$ cat src/hw/rtl/i2c_bs_pkg.sv
// Shared types and constants for the I2C master bit sequencer.
// Used by every module under hw/rtl; no dependencies.
package i2c_bs_pkg;

    typedef enum logic [2:0] {
        CMD_START = 3'd0,
        CMD_STOP  = 3'd1,
        CMD_WRITE = 3'd2,
        CMD_READ  = 3'd3,
        CMD_ACK   = 3'd4,
        CMD_NACK  = 3'd5,
        CMD_WAIT  = 3'd6,
        CMD_IDLE  = 3'd7
    } t_cmd;

    typedef struct packed {
        logic       kind;
        logic [2:0] command;
        logic [7:0] tx_byte;
        logic       sda_sample;
    } t_in_word;

    typedef struct packed {
        logic       scl_drive;
        logic       sda_drive;
        logic       busy_res;
        logic       done_res;
        logic [7:0] rx_byte;
        logic       no_ack;
    } t_out_word;

    // classified item handed from the front to the back
    typedef struct packed {
        logic       tick;
        logic       start_ok;
        t_cmd       cmd;
        logic [7:0] tx_byte;
        logic       sample;
    } t_op;

    localparam int Q_DEPTH = 2;
    localparam int Q_AW    = $clog2(Q_DEPTH);
    localparam int Q_CW    = $clog2(Q_DEPTH + 1);

    localparam logic [7:0] TIMEOUT_RESET = 8'd250;

    // phase numbers
    localparam logic [4:0] PH_BITS_END = 5'd24; // write: last bit phase + 1; read: last sample
    localparam logic [4:0] PH_RD_LAST  = 5'd25;
    localparam logic [4:0] PH_POLL     = 5'd2;
    localparam logic [4:0] PH_TO_SDA0  = 5'd3;
    localparam logic [4:0] PH_TO_SCL1  = 5'd4;
    localparam logic [4:0] PH_TO_SDA1  = 5'd5;
    localparam logic [4:0] PH_WAIT_END = 5'd6;

endpackage

$ cat src/hw/rtl/i2c_bs_front.sv
// Front end: takes input words and classifies them into queue entries.
// Depends on i2c_bs_pkg.
module i2c_bs_front
    import i2c_bs_pkg::*;
(
    input  logic     i_in_valid,
    input  t_in_word i_in_word,
    input  logic     i_full,
    output logic     o_in_stall,
    output logic     o_push,
    output t_op      o_op
);

    t_cmd w_cmd;

    assign w_cmd      = t_cmd'(i_in_word.command);
    assign o_in_stall = i_full;
    assign o_push     = i_in_valid && !i_full;

    always_comb begin
        o_op.tick     = i_in_word.kind;
        // a command code of idle never starts anything
        o_op.start_ok = !i_in_word.kind && (w_cmd != CMD_IDLE);
        o_op.cmd      = w_cmd;
        o_op.tx_byte  = (w_cmd == CMD_WRITE) ? i_in_word.tx_byte : 8'd0;
        o_op.sample   = i_in_word.sda_sample;
    end

endmodule

$ cat src/hw/rtl/i2c_bs_queue.sv
// Short register queue between front and back end.
// Depends on i2c_bs_pkg.
module i2c_bs_queue
    import i2c_bs_pkg::*;
(
    input  logic i_clk,
    input  logic i_rst_n,
    input  logic i_push,
    input  t_op  i_push_op,
    output logic o_full,
    input  logic i_pop,
    output logic o_valid,
    output t_op  o_head
);

    t_op             r_mem [Q_DEPTH];
    logic [Q_AW-1:0] r_wr, n_wr;
    logic [Q_AW-1:0] r_rd, n_rd;
    logic [Q_CW-1:0] r_cnt, n_cnt;
    logic            w_push, w_pop;

    assign o_full  = (r_cnt == Q_CW'(Q_DEPTH));
    assign o_valid = (r_cnt != '0);
    assign o_head  = r_mem[r_rd];
    assign w_push  = i_push && !o_full;
    assign w_pop   = i_pop && o_valid;

    always_comb begin
        n_wr  = r_wr;
        n_rd  = r_rd;
        n_cnt = r_cnt;
        if (w_push) begin
            n_wr = (r_wr == Q_AW'(Q_DEPTH - 1)) ? '0 : r_wr + 1'b1;
        end
        if (w_pop) begin
            n_rd = (r_rd == Q_AW'(Q_DEPTH - 1)) ? '0 : r_rd + 1'b1;
        end
        if (w_push && !w_pop) begin
            n_cnt = r_cnt + 1'b1;
        end else if (w_pop && !w_push) begin
            n_cnt = r_cnt - 1'b1;
        end
    end

    always_ff @(posedge i_clk) begin
        if (!i_rst_n) begin
            r_wr  <= '0;
            r_rd  <= '0;
            r_cnt <= '0;
        end else begin
            r_wr  <= n_wr;
            r_rd  <= n_rd;
            r_cnt <= n_cnt;
        end
    end

    always_ff @(posedge i_clk) begin
        if (w_push) begin
            r_mem[r_wr] <= i_push_op;
        end
    end

    a_cnt_bound: assert property (@(posedge i_clk) disable iff (!i_rst_n)
        r_cnt <= Q_CW'(Q_DEPTH))
        else $error("queue count over depth");

    a_ptr_gap: assert property (@(posedge i_clk) disable iff (!i_rst_n)
        (r_cnt == '0) |-> (r_wr == r_rd))
        else $error("empty queue with pointer gap");

    a_cnt_step: assert property (@(posedge i_clk) disable iff (!i_rst_n)
        (w_push && !w_pop) |=> (r_cnt == $past(r_cnt) + 1'b1))
        else $error("queue count missed a push");

endmodule

$ cat src/hw/rtl/i2c_bs_back.sv
// Back end: runs command phases on the bus state, holds the timeout register
// and the result register. Depends on i2c_bs_pkg.
module i2c_bs_back
    import i2c_bs_pkg::*;
(
    input  logic      i_clk,
    input  logic      i_rst_n,
    input  logic      i_cfg_we,
    input  logic [7:0] i_cfg_wdata,
    input  logic      i_q_valid,
    input  t_op       i_q_head,
    output logic      o_pop,
    output logic      o_out_valid,
    input  logic      i_out_stall,
    output t_out_word o_out_word
);

    t_cmd       r_cmd, n_cmd;
    logic [4:0] r_phase, n_phase;
    logic [1:0] r_sub, n_sub;
    logic [7:0] r_shift, n_shift;
    logic [7:0] r_wait, n_wait;
    logic       r_scl, n_scl;
    logic       r_sda, n_sda;
    logic [7:0] r_rx, n_rx;
    logic       r_nack, n_nack;
    logic [7:0] r_timeout;
    logic       n_done;
    logic [4:0] w_phase_nx;
    logic [1:0] w_sub_nx;
    logic       r_out_valid, n_out_valid;
    t_out_word  r_out, n_out;

    assign o_pop       = i_q_valid && (!r_out_valid || !i_out_stall);
    assign o_out_valid = r_out_valid;
    assign o_out_word  = r_out;
    assign w_sub_nx    = (r_sub == 2'd2) ? 2'd0 : r_sub + 2'd1;

    // next state of the sequencer
    always_comb begin
        n_cmd      = r_cmd;
        n_phase    = r_phase;
        n_sub      = r_sub;
        n_shift    = r_shift;
        n_wait     = r_wait;
        n_scl      = r_scl;
        n_sda      = r_sda;
        n_rx       = r_rx;
        n_nack     = r_nack;
        n_done     = 1'b0;
        w_phase_nx = r_phase + 5'd1;
        if (o_pop) begin
            if (!i_q_head.tick) begin
                if (i_q_head.start_ok && (r_cmd == CMD_IDLE)) begin
                    n_cmd   = i_q_head.cmd;
                    n_phase = '0;
                    n_sub   = '0;
                    n_wait  = '0;
                    n_shift = i_q_head.tx_byte;
                    if (i_q_head.cmd == CMD_WAIT) begin
                        n_nack = 1'b0;
                    end
                end
            end else if (r_cmd != CMD_IDLE) begin
                unique case (r_cmd)
                    CMD_START: begin
                        priority if (r_phase == 5'd0) n_sda = 1'b1;
                        else if (r_phase == 5'd1) n_scl = 1'b1;
                        else if (r_phase == 5'd2) n_sda = 1'b0;
                        else begin
                            n_scl  = 1'b0;
                            n_done = 1'b1;
                        end
                    end
                    CMD_STOP: begin
                        priority if (r_phase == 5'd0) n_sda = 1'b0;
                        else if (r_phase == 5'd1) n_scl = 1'b1;
                        else begin
                            n_sda  = 1'b1;
                            n_done = 1'b1;
                        end
                    end
                    CMD_ACK, CMD_NACK: begin
                        priority if (r_phase == 5'd0) n_sda = (r_cmd == CMD_NACK);
                        else if (r_phase == 5'd1) n_scl = 1'b1;
                        else begin
                            n_scl  = 1'b0;
                            n_done = 1'b1;
                        end
                    end
                    CMD_WRITE: begin
                        if (r_phase < PH_BITS_END) begin
                            n_sub = w_sub_nx;
                            unique case (r_sub)
                                2'd0: n_scl = 1'b0;
                                2'd1: begin
                                    n_sda   = r_shift[7];
                                    n_shift = {r_shift[6:0], 1'b0};
                                end
                                default: n_scl = 1'b1;
                            endcase
                        end else begin
                            n_scl  = 1'b0;
                            n_done = 1'b1;
                        end
                    end
                    CMD_READ: begin
                        priority if (r_phase == 5'd0) begin
                            n_sda = 1'b1;
                        end else if (r_phase <= PH_BITS_END) begin
                            n_sub = w_sub_nx;
                            unique case (r_sub)
                                2'd0: n_scl = 1'b0;
                                2'd1: n_scl = 1'b1;
                                default: n_shift = {r_shift[6:0], i_q_head.sample};
                            endcase
                        end else begin
                            n_scl  = 1'b0;
                            n_rx   = r_shift;
                            n_done = 1'b1;
                        end
                    end
                    CMD_WAIT: begin
                        priority if (r_phase == 5'd0) begin
                            n_sda = 1'b1;
                        end else if (r_phase == 5'd1) begin
                            n_scl = 1'b1;
                        end else if (r_phase == PH_POLL) begin
                            priority if (!i_q_head.sample) begin
                                w_phase_nx = PH_WAIT_END;
                            end else if (r_wait >= r_timeout) begin
                                // timed out: fall into the stop phases
                                n_nack     = 1'b1;
                                w_phase_nx = PH_TO_SDA0;
                            end else begin
                                n_wait     = r_wait + 8'd1;
                                w_phase_nx = PH_POLL;
                            end
                        end else if (r_phase == PH_TO_SDA0) begin
                            n_sda = 1'b0;
                        end else if (r_phase == PH_TO_SCL1) begin
                            n_scl = 1'b1;
                        end else if (r_phase == PH_TO_SDA1) begin
                            n_sda = 1'b1;
                        end else begin
                            n_scl  = 1'b0;
                            n_done = 1'b1;
                        end
                    end
                    default: n_done = 1'b1;
                endcase
                n_phase = w_phase_nx;
                if (n_done) begin
                    n_cmd   = CMD_IDLE;
                    n_phase = '0;
                end
            end
        end
    end

    // result word and output register control
    always_comb begin
        n_out.scl_drive = n_scl;
        n_out.sda_drive = n_sda;
        n_out.busy_res  = (n_cmd != CMD_IDLE);
        n_out.done_res  = n_done;
        n_out.rx_byte   = n_rx;
        n_out.no_ack    = n_nack;
        n_out_valid     = o_pop || (r_out_valid && i_out_stall);
    end

    always_ff @(posedge i_clk) begin
        if (!i_rst_n) begin
            r_cmd       <= CMD_IDLE;
            r_phase     <= '0;
            r_sub       <= '0;
            r_shift     <= '0;
            r_wait      <= '0;
            r_scl       <= 1'b1;
            r_sda       <= 1'b1;
            r_rx        <= '0;
            r_nack      <= 1'b0;
            r_timeout   <= TIMEOUT_RESET;
            r_out_valid <= 1'b0;
        end else begin
            r_cmd       <= n_cmd;
            r_phase     <= n_phase;
            r_sub       <= n_sub;
            r_shift     <= n_shift;
            r_wait      <= n_wait;
            r_scl       <= n_scl;
            r_sda       <= n_sda;
            r_rx        <= n_rx;
            r_nack      <= n_nack;
            r_out_valid <= n_out_valid;
            if (i_cfg_we) begin
                r_timeout <= i_cfg_wdata;
            end
        end
    end

    always_ff @(posedge i_clk) begin
        if (o_pop) begin
            r_out <= n_out;
        end
    end

    a_idle_phase: assert property (@(posedge i_clk) disable iff (!i_rst_n)
        (r_cmd == CMD_IDLE) |-> (r_phase == '0))
        else $error("idle with nonzero phase");

    a_phase_bound: assert property (@(posedge i_clk) disable iff (!i_rst_n)
        r_phase <= PH_RD_LAST)
        else $error("phase out of range");

    a_sub_bound: assert property (@(posedge i_clk) disable iff (!i_rst_n)
        r_sub != 2'd3)
        else $error("bit sub-phase out of range");

    a_done_idle: assert property (@(posedge i_clk) disable iff (!i_rst_n)
        (r_out_valid && r_out.done_res) |-> !r_out.busy_res)
        else $error("done word still busy");

endmodule

$ cat src/hw/rtl/i2c_bs_top_unused_guard.sv
// Configuration write path from the top level ports to the back end.
// Depends on i2c_bs_pkg.
module i2c_bs_cfg
    import i2c_bs_pkg::*;
(
    input  logic       i_cfg_we,
    input  logic [7:0] i_cfg_wdata,
    output logic       o_we,
    output logic [7:0] o_wdata
);

    assign o_we    = i_cfg_we;
    assign o_wdata = i_cfg_wdata;

endmodule

$ cat src/hw/rtl/i2c_master_bit_sequencer.sv
// Top level of the I2C master bit sequencer: front classifier, queue, back end.
// Depends on i2c_bs_pkg, i2c_bs_front, i2c_bs_queue, i2c_bs_back, i2c_bs_cfg.
//
// Usage: input words (a command or one bit-period tick with the sampled SDA
// level) arrive on i_in_valid/i_in_word and are taken at an edge where
// o_in_stall is low. Every input word yields exactly one result word on
// o_out_valid/o_out_word, taken at an edge where i_out_stall is low; results
// come out in input order and show SCL/SDA drive levels, busy, done, the last
// byte read and the ack-timeout flag.
// An accepted word sits in the two-entry queue until the back end pops it,
// and its result is registered as it is popped. Throughput is one word per
// cycle when the receiver does not stall; the back end handles each word combinationally.
// When the receiver stalls, the result register holds and the queue fills;
// o_in_stall rises once both queue entries are in use.
// i_cfg_we/i_cfg_wdata write the ack timeout (reset 250); write it only while
// no word is in flight. Synchronous reset (i_rst_n low) leaves both lines
// released, no command active, queue and result register empty.
module i2c_master_bit_sequencer
    import i2c_bs_pkg::*;
(
    input  logic       i_clk,
    input  logic       i_rst_n,
    input  logic       i_cfg_we,
    input  logic [7:0] i_cfg_wdata,
    input  logic       i_in_valid,
    output logic       o_in_stall,
    input  t_in_word   i_in_word,
    output logic       o_out_valid,
    input  logic       i_out_stall,
    output t_out_word  o_out_word
);

    logic       w_push, w_full, w_q_valid, w_pop;
    t_op        w_push_op, w_head;
    logic       w_cfg_we;
    logic [7:0] w_cfg_wdata;

    i2c_bs_cfg u_cfg (
        .i_cfg_we    (i_cfg_we),
        .i_cfg_wdata (i_cfg_wdata),
        .o_we        (w_cfg_we),
        .o_wdata     (w_cfg_wdata)
    );

    i2c_bs_front u_front (
        .i_in_valid (i_in_valid),
        .i_in_word  (i_in_word),
        .i_full     (w_full),
        .o_in_stall (o_in_stall),
        .o_push     (w_push),
        .o_op       (w_push_op)
    );

    i2c_bs_queue u_queue (
        .i_clk     (i_clk),
        .i_rst_n   (i_rst_n),
        .i_push    (w_push),
        .i_push_op (w_push_op),
        .o_full    (w_full),
        .i_pop     (w_pop),
        .o_valid   (w_q_valid),
        .o_head    (w_head)
    );

    i2c_bs_back u_back (
        .i_clk       (i_clk),
        .i_rst_n     (i_rst_n),
        .i_cfg_we    (w_cfg_we),
        .i_cfg_wdata (w_cfg_wdata),
        .i_q_valid   (w_q_valid),
        .i_q_head    (w_head),
        .o_pop       (w_pop),
        .o_out_valid (o_out_valid),
        .i_out_stall (i_out_stall),
        .o_out_word  (o_out_word)
    );

endmodule
$ cat config.mk
export PLATFORM = sky130hd
export DESIGN_NAME = i2c_master_bit_sequencer
export DESIGN_NICKNAME = d
export VERILOG_FILES = /design/src/hw/rtl/i2c_bs_pkg.sv /design/src/hw/rtl/i2c_bs_front.sv /design/src/hw/rtl/i2c_bs_queue.sv /design/src/hw/rtl/i2c_bs_back.sv /design/src/hw/rtl/i2c_bs_top_unused_guard.sv /design/src/hw/rtl/i2c_master_bit_sequencer.sv
export SDC_FILE = /design/constraint.sdc
export NUM_CORES = 1
export LEC_CHECK = 0
export BUFFER_PORTS_ARGS = -buffer_cell sky130_fd_sc_hd__buf_2
export CAP_MARGIN = 20
export CORE_MARGIN = 3
export CORE_UTILIZATION = 43
export CTS_CLUSTER_SIZE = 10
export DETAILED_ROUTE_END_ITERATION = 8
export PLACE_DENSITY = 0.58
export SETUP_SLACK_MARGIN = 0.05
export SYNTH_ARGS = -nofsm -noshare
export SYNTH_HDL_FRONTEND = slang
export SYNTH_HIERARCHICAL = 1
export SYNTH_SLANG_ARGS = --single-unit
$ cat constraint.sdc
create_clock -name i_clk -period 3.8 [get_ports i_clk]
set_input_delay 0.76 -clock i_clk [delete_from_list [all_inputs] [get_ports i_clk]]
set_output_delay 0.76 -clock i_clk [all_outputs]
set_load 0.02 [all_outputs]
==> key figures <==
Outcome
  – Status: completed

Routing
  – DRT iter0 DRCs: 280
  – WL/cell: 16.2 um
  – Number of routed nets with antenna violations: 0
  – Routed via count: 3481
  – Initial DRT Pass Iterations: 5
  – Via density: roughly 5.7
  – Routed Wire Length: about 10 mm
  – DRC Markers: 0

Synthesis
  – Mean Syn Cell Area: between 10 and 15 um2
  – EDFF count, synth: slightly above 40
  – Post-synthesis cell area: about 0.0046 mm2
  – Flops & latches, synth: 92
  – Post-synth cell types: 69
  – Cell count after synthesis: approximately 450
  – Warnings from Yosys: 6
  – Sequential area share after synthesis: just under 50%
  – Top-area cell type share of the netlist area: 26.5%
  – Top_reg_cell synth: dfxtp_1
  – Post-synth ARST share: 0%
  – Yosys top cell by area: edfxtp_1
  – Syn Nets: between 400 and 500
  – Top cells by area, synth: edfxtp_1 27%, dfxtp_1 22%, mux2_2 5.3%, ha_1 3.8%, nor2_1 3.6%

Worst setup path
  – Worst path max stage delay: ~580 ps
  – CP Class: reg -> reg
  – CP Max Fanout: 9
  – Critical-path cell list: inv_1 > ha_1 > or4b_1 > nor4_4 > o2111a_2 > nor2_2 > or4_1 > a21oi_1
  – Worst R2R End: u_back/r_wait[6]$_SDFFE_PN0P_
  – CP Capture Type: register
  – Worst path arrival time: 3210 ps
  – Worst setup SP type: register
  – Reg2Reg Depth: 8
  – RR Startpoint: u_back/r_phase[0]$_SDFFE_PN0P_
  – Worst R2R Setup Slack: 880 ps
  – Worst EP required: 4090 ps
  – Slowest CP cell: or4b_1

Flow run
  – Max cap viols: 0

CTS
  – Worst-path clk slew: roughly 100 ps
  – Root Driver: clkbuf_8
  – Setup bufs post-CTS: 0
  – Clock buffer depth: 2
  – Total clock sinks: a little over 90
  – Later-pin clock latency in the skew report: between 300 and 400 ps
  – TritonCTS buffer count: 9
  – TritonCTS clock tree: yes
  – Resize count post-CTS: 0
  – Hold_buf cts: 0
  – CTS H-tree depth: 3

Power
  – Total power: roughly 2.9 mW
  – Peak supply drop: between 0.4 and 0.5 mV
  – Leak: 1.95 nW
  – Pwr dens: 568 mW/mm2

Cells and area
  – Most common cell after layout, fill and taps aside: dfxtp_1
  – Post-Layout Cell Count: ~600
  – Area growth, synth to finish: 8.69%
  – Fin nets: 515
  – Fin area: 0.00504 mm2
  – Fraction of layout cells with a size suffix above 1: between 20% and 30%
  – Final core occ: between 40% and 50%
  – Commonest non-fill, non-tap cells in the layout: 51 x dfxtp_1, 44 x nor2_1, 41 x edfxtp_1
  – Antenna Cells: 0

Place
  – Worst slack, placed: ~920 ps
  – Area of placed instances: a little under 0.005 mm2
  – Placed Cells: 600
  – # port buffers: 40
  – Detail Placement HPWL: about 7.0 mm
  – GP Congestion: between 0.8 and 0.9

STA
  – Final setup fails: 0
  – RSZ-0062 raised after global routing: no
  – Final Cycle Share: between 70% and 80%
  – Max-slew violations: 0
  – Worst Skew: around 14 ps
  – Final setup TNS: 0 ps
  – Fmax: between 300 and 400 MHz
  – Final Hold Viols: 0
  – Slew @ Worst Pin: around 830 ps
  – Worst setup margin: 883 ps
  – Final Critical Period: around 2900 ps
  – Slew headroom: between 40% and 50%
  – Fin Hold WS: about 480 ps

Floorplanning
  – Initial core utilization: roughly 45%
  – Area of the core: 0.0104 mm2
  – DIE WIDTH: 110 um
  – Die area: approximately 0.012 mm2
  – Std-Cell Rows: 37
  – Die Span Y: roughly 110 um
  – Num ports: 41

Hold path
  – Beginning of the worst hold path: u_back/r_nack$_SDFF_PN0_
  – Worst Hold Path Cells: 2
  – WHS Endpoint: u_back/r_nack$_SDFF_PN0_
  – Hold Path Class: reg -> reg

Global routing
  – Initial antenna violation count: 0
  – Number of global-route vias before repair: ~3200
  – Total grt overflow: 0
  – First-pass GRT wire length: 16.4 mm
  – Largest net degree at the start of global routing: 27
  – Tot GR Track Use: between 10% and 20%
[sequential cells by signal, indices dropped and copies added, names as in the netlist, named ones only]
signal and cells:
u_back/r_rx 8, u_back/o_out_valid 1, u_back/r_scl 1, u_back/r_cmd 3
u_back/r_nack 1, u_back/r_wait 8, u_queue/r_rd 1, u_back/r_phase 5
u_back/r_shift 8, u_queue/r_wr 1, u_back/r_sub 2, u_queue/r_cnt 2
u_back/r_timeout 8, u_back/o_out_word 13, u_queue/r_mem 28, u_back/r_sda 1
[logic make-up (layout without fill, tap and decap cells)]
group	after synthesis	after routing	share of synthesized area (%)
fa+ha+maj	14	14	3.78
compound gates	101	101	15.3
xor+xnor	4	4	0.755
flops	92	92	48.6
buf+inv	58	85	6.18
simple gates	153	153	18.2
mux	31	31	7.28
[critical path: cells and delay by family (launching register included)]
kind	cells	cell delay [ps]
AND/OR/NAND/NOR	4	1660
AO/OA/AOI/OAI	2	500
flip-flops	1	380
adder cells (fa/ha/maj)	1	200
buffers and inverters	1	100
[layer usage]
layer | vias up | part of all wire, % | track usage [%]
li1 | 1704 | - | -
met1 | 1625 | 46 | 24.0
met2 | 132 | 45 | 26.7
met3 | 20 | 6.2 | 3.58
met4 | 0 | 3.0 | 7.48
met5 | - | 0 | 0
[cells in the mapped netlist, types with 4 or more instances]
| library cell | n |
|---|---|
| nor2_1 | 44 |
| and2_1 | 11 |
| dfxtp_1 | 51 |
| nand2b_1 | 4 |
| a311oi_1 | 4 |
| mux2i_1 | 9 |
| and4bb_2 | 8 |
| nand4_1 | 8 |
| nand3b_1 | 4 |
| o21ai_0 | 16 |
| buf_4 | 15 |
| nor3_1 | 6 |
| a211oi_1 | 10 |
| a31oi_1 | 8 |
| clkbuf_1 | 15 |
| o211ai_1 | 9 |
| ha_1 | 14 |
| nand3_1 | 10 |
| mux2_2 | 22 |
| inv_1 | 19 |
| edfxtp_1 | 41 |
| o311ai_0 | 4 |
| nand2_1 | 31 |
| a21oi_1 | 18 |
[final cells by class]
type	count	area [um2]
timing repair buffer	47	253
multi-input combinational	303	2100
clock buffer	9	124
sequential	92	2250
inverter	22	82.6
tap	136	170
clock inverter	7	60.1
fill	984	5380
[worst max-delay path by stage]
stage / startpoint / to / slack (ps) / cells after the start
detailed placement: u_back/r_phase[0]$_SDFFE_PN0P_ / u_back/r_wait[6]$_SDFFE_PN0P_ / 920 / 8
global placement: register / u_back/r_rx[3]$_SDFF_PN0_ / 950 / 7
finish: u_back/r_phase[0]$_SDFFE_PN0P_ / u_back/r_wait[6]$_SDFFE_PN0P_ / 880 / 8
CTS: u_back/r_phase[0]$_SDFFE_PN0P_ / u_back/r_wait[6]$_SDFFE_PN0P_ / 880 / 8
global route: u_back/r_phase[0]$_SDFFE_PN0P_ / u_back/r_wait[6]$_SDFFE_PN0P_ / 690 / 8
floorplan: register / u_back/r_shift[6]$_SDFFE_PN0P_ / 1030 / 10
[where the power goes]
group | total [mW] | switching, mW | leakage, nW | internal (mW)
logic | 0.895 | 0.562 | 1.05 | 0.333
clock network | 0.625 | 0.377 | 0.0972 | 0.248
registers | 1.34 | 0.103 | 0.802 | 1.24
No activity file was read; power rests on OpenSTA's default activity.
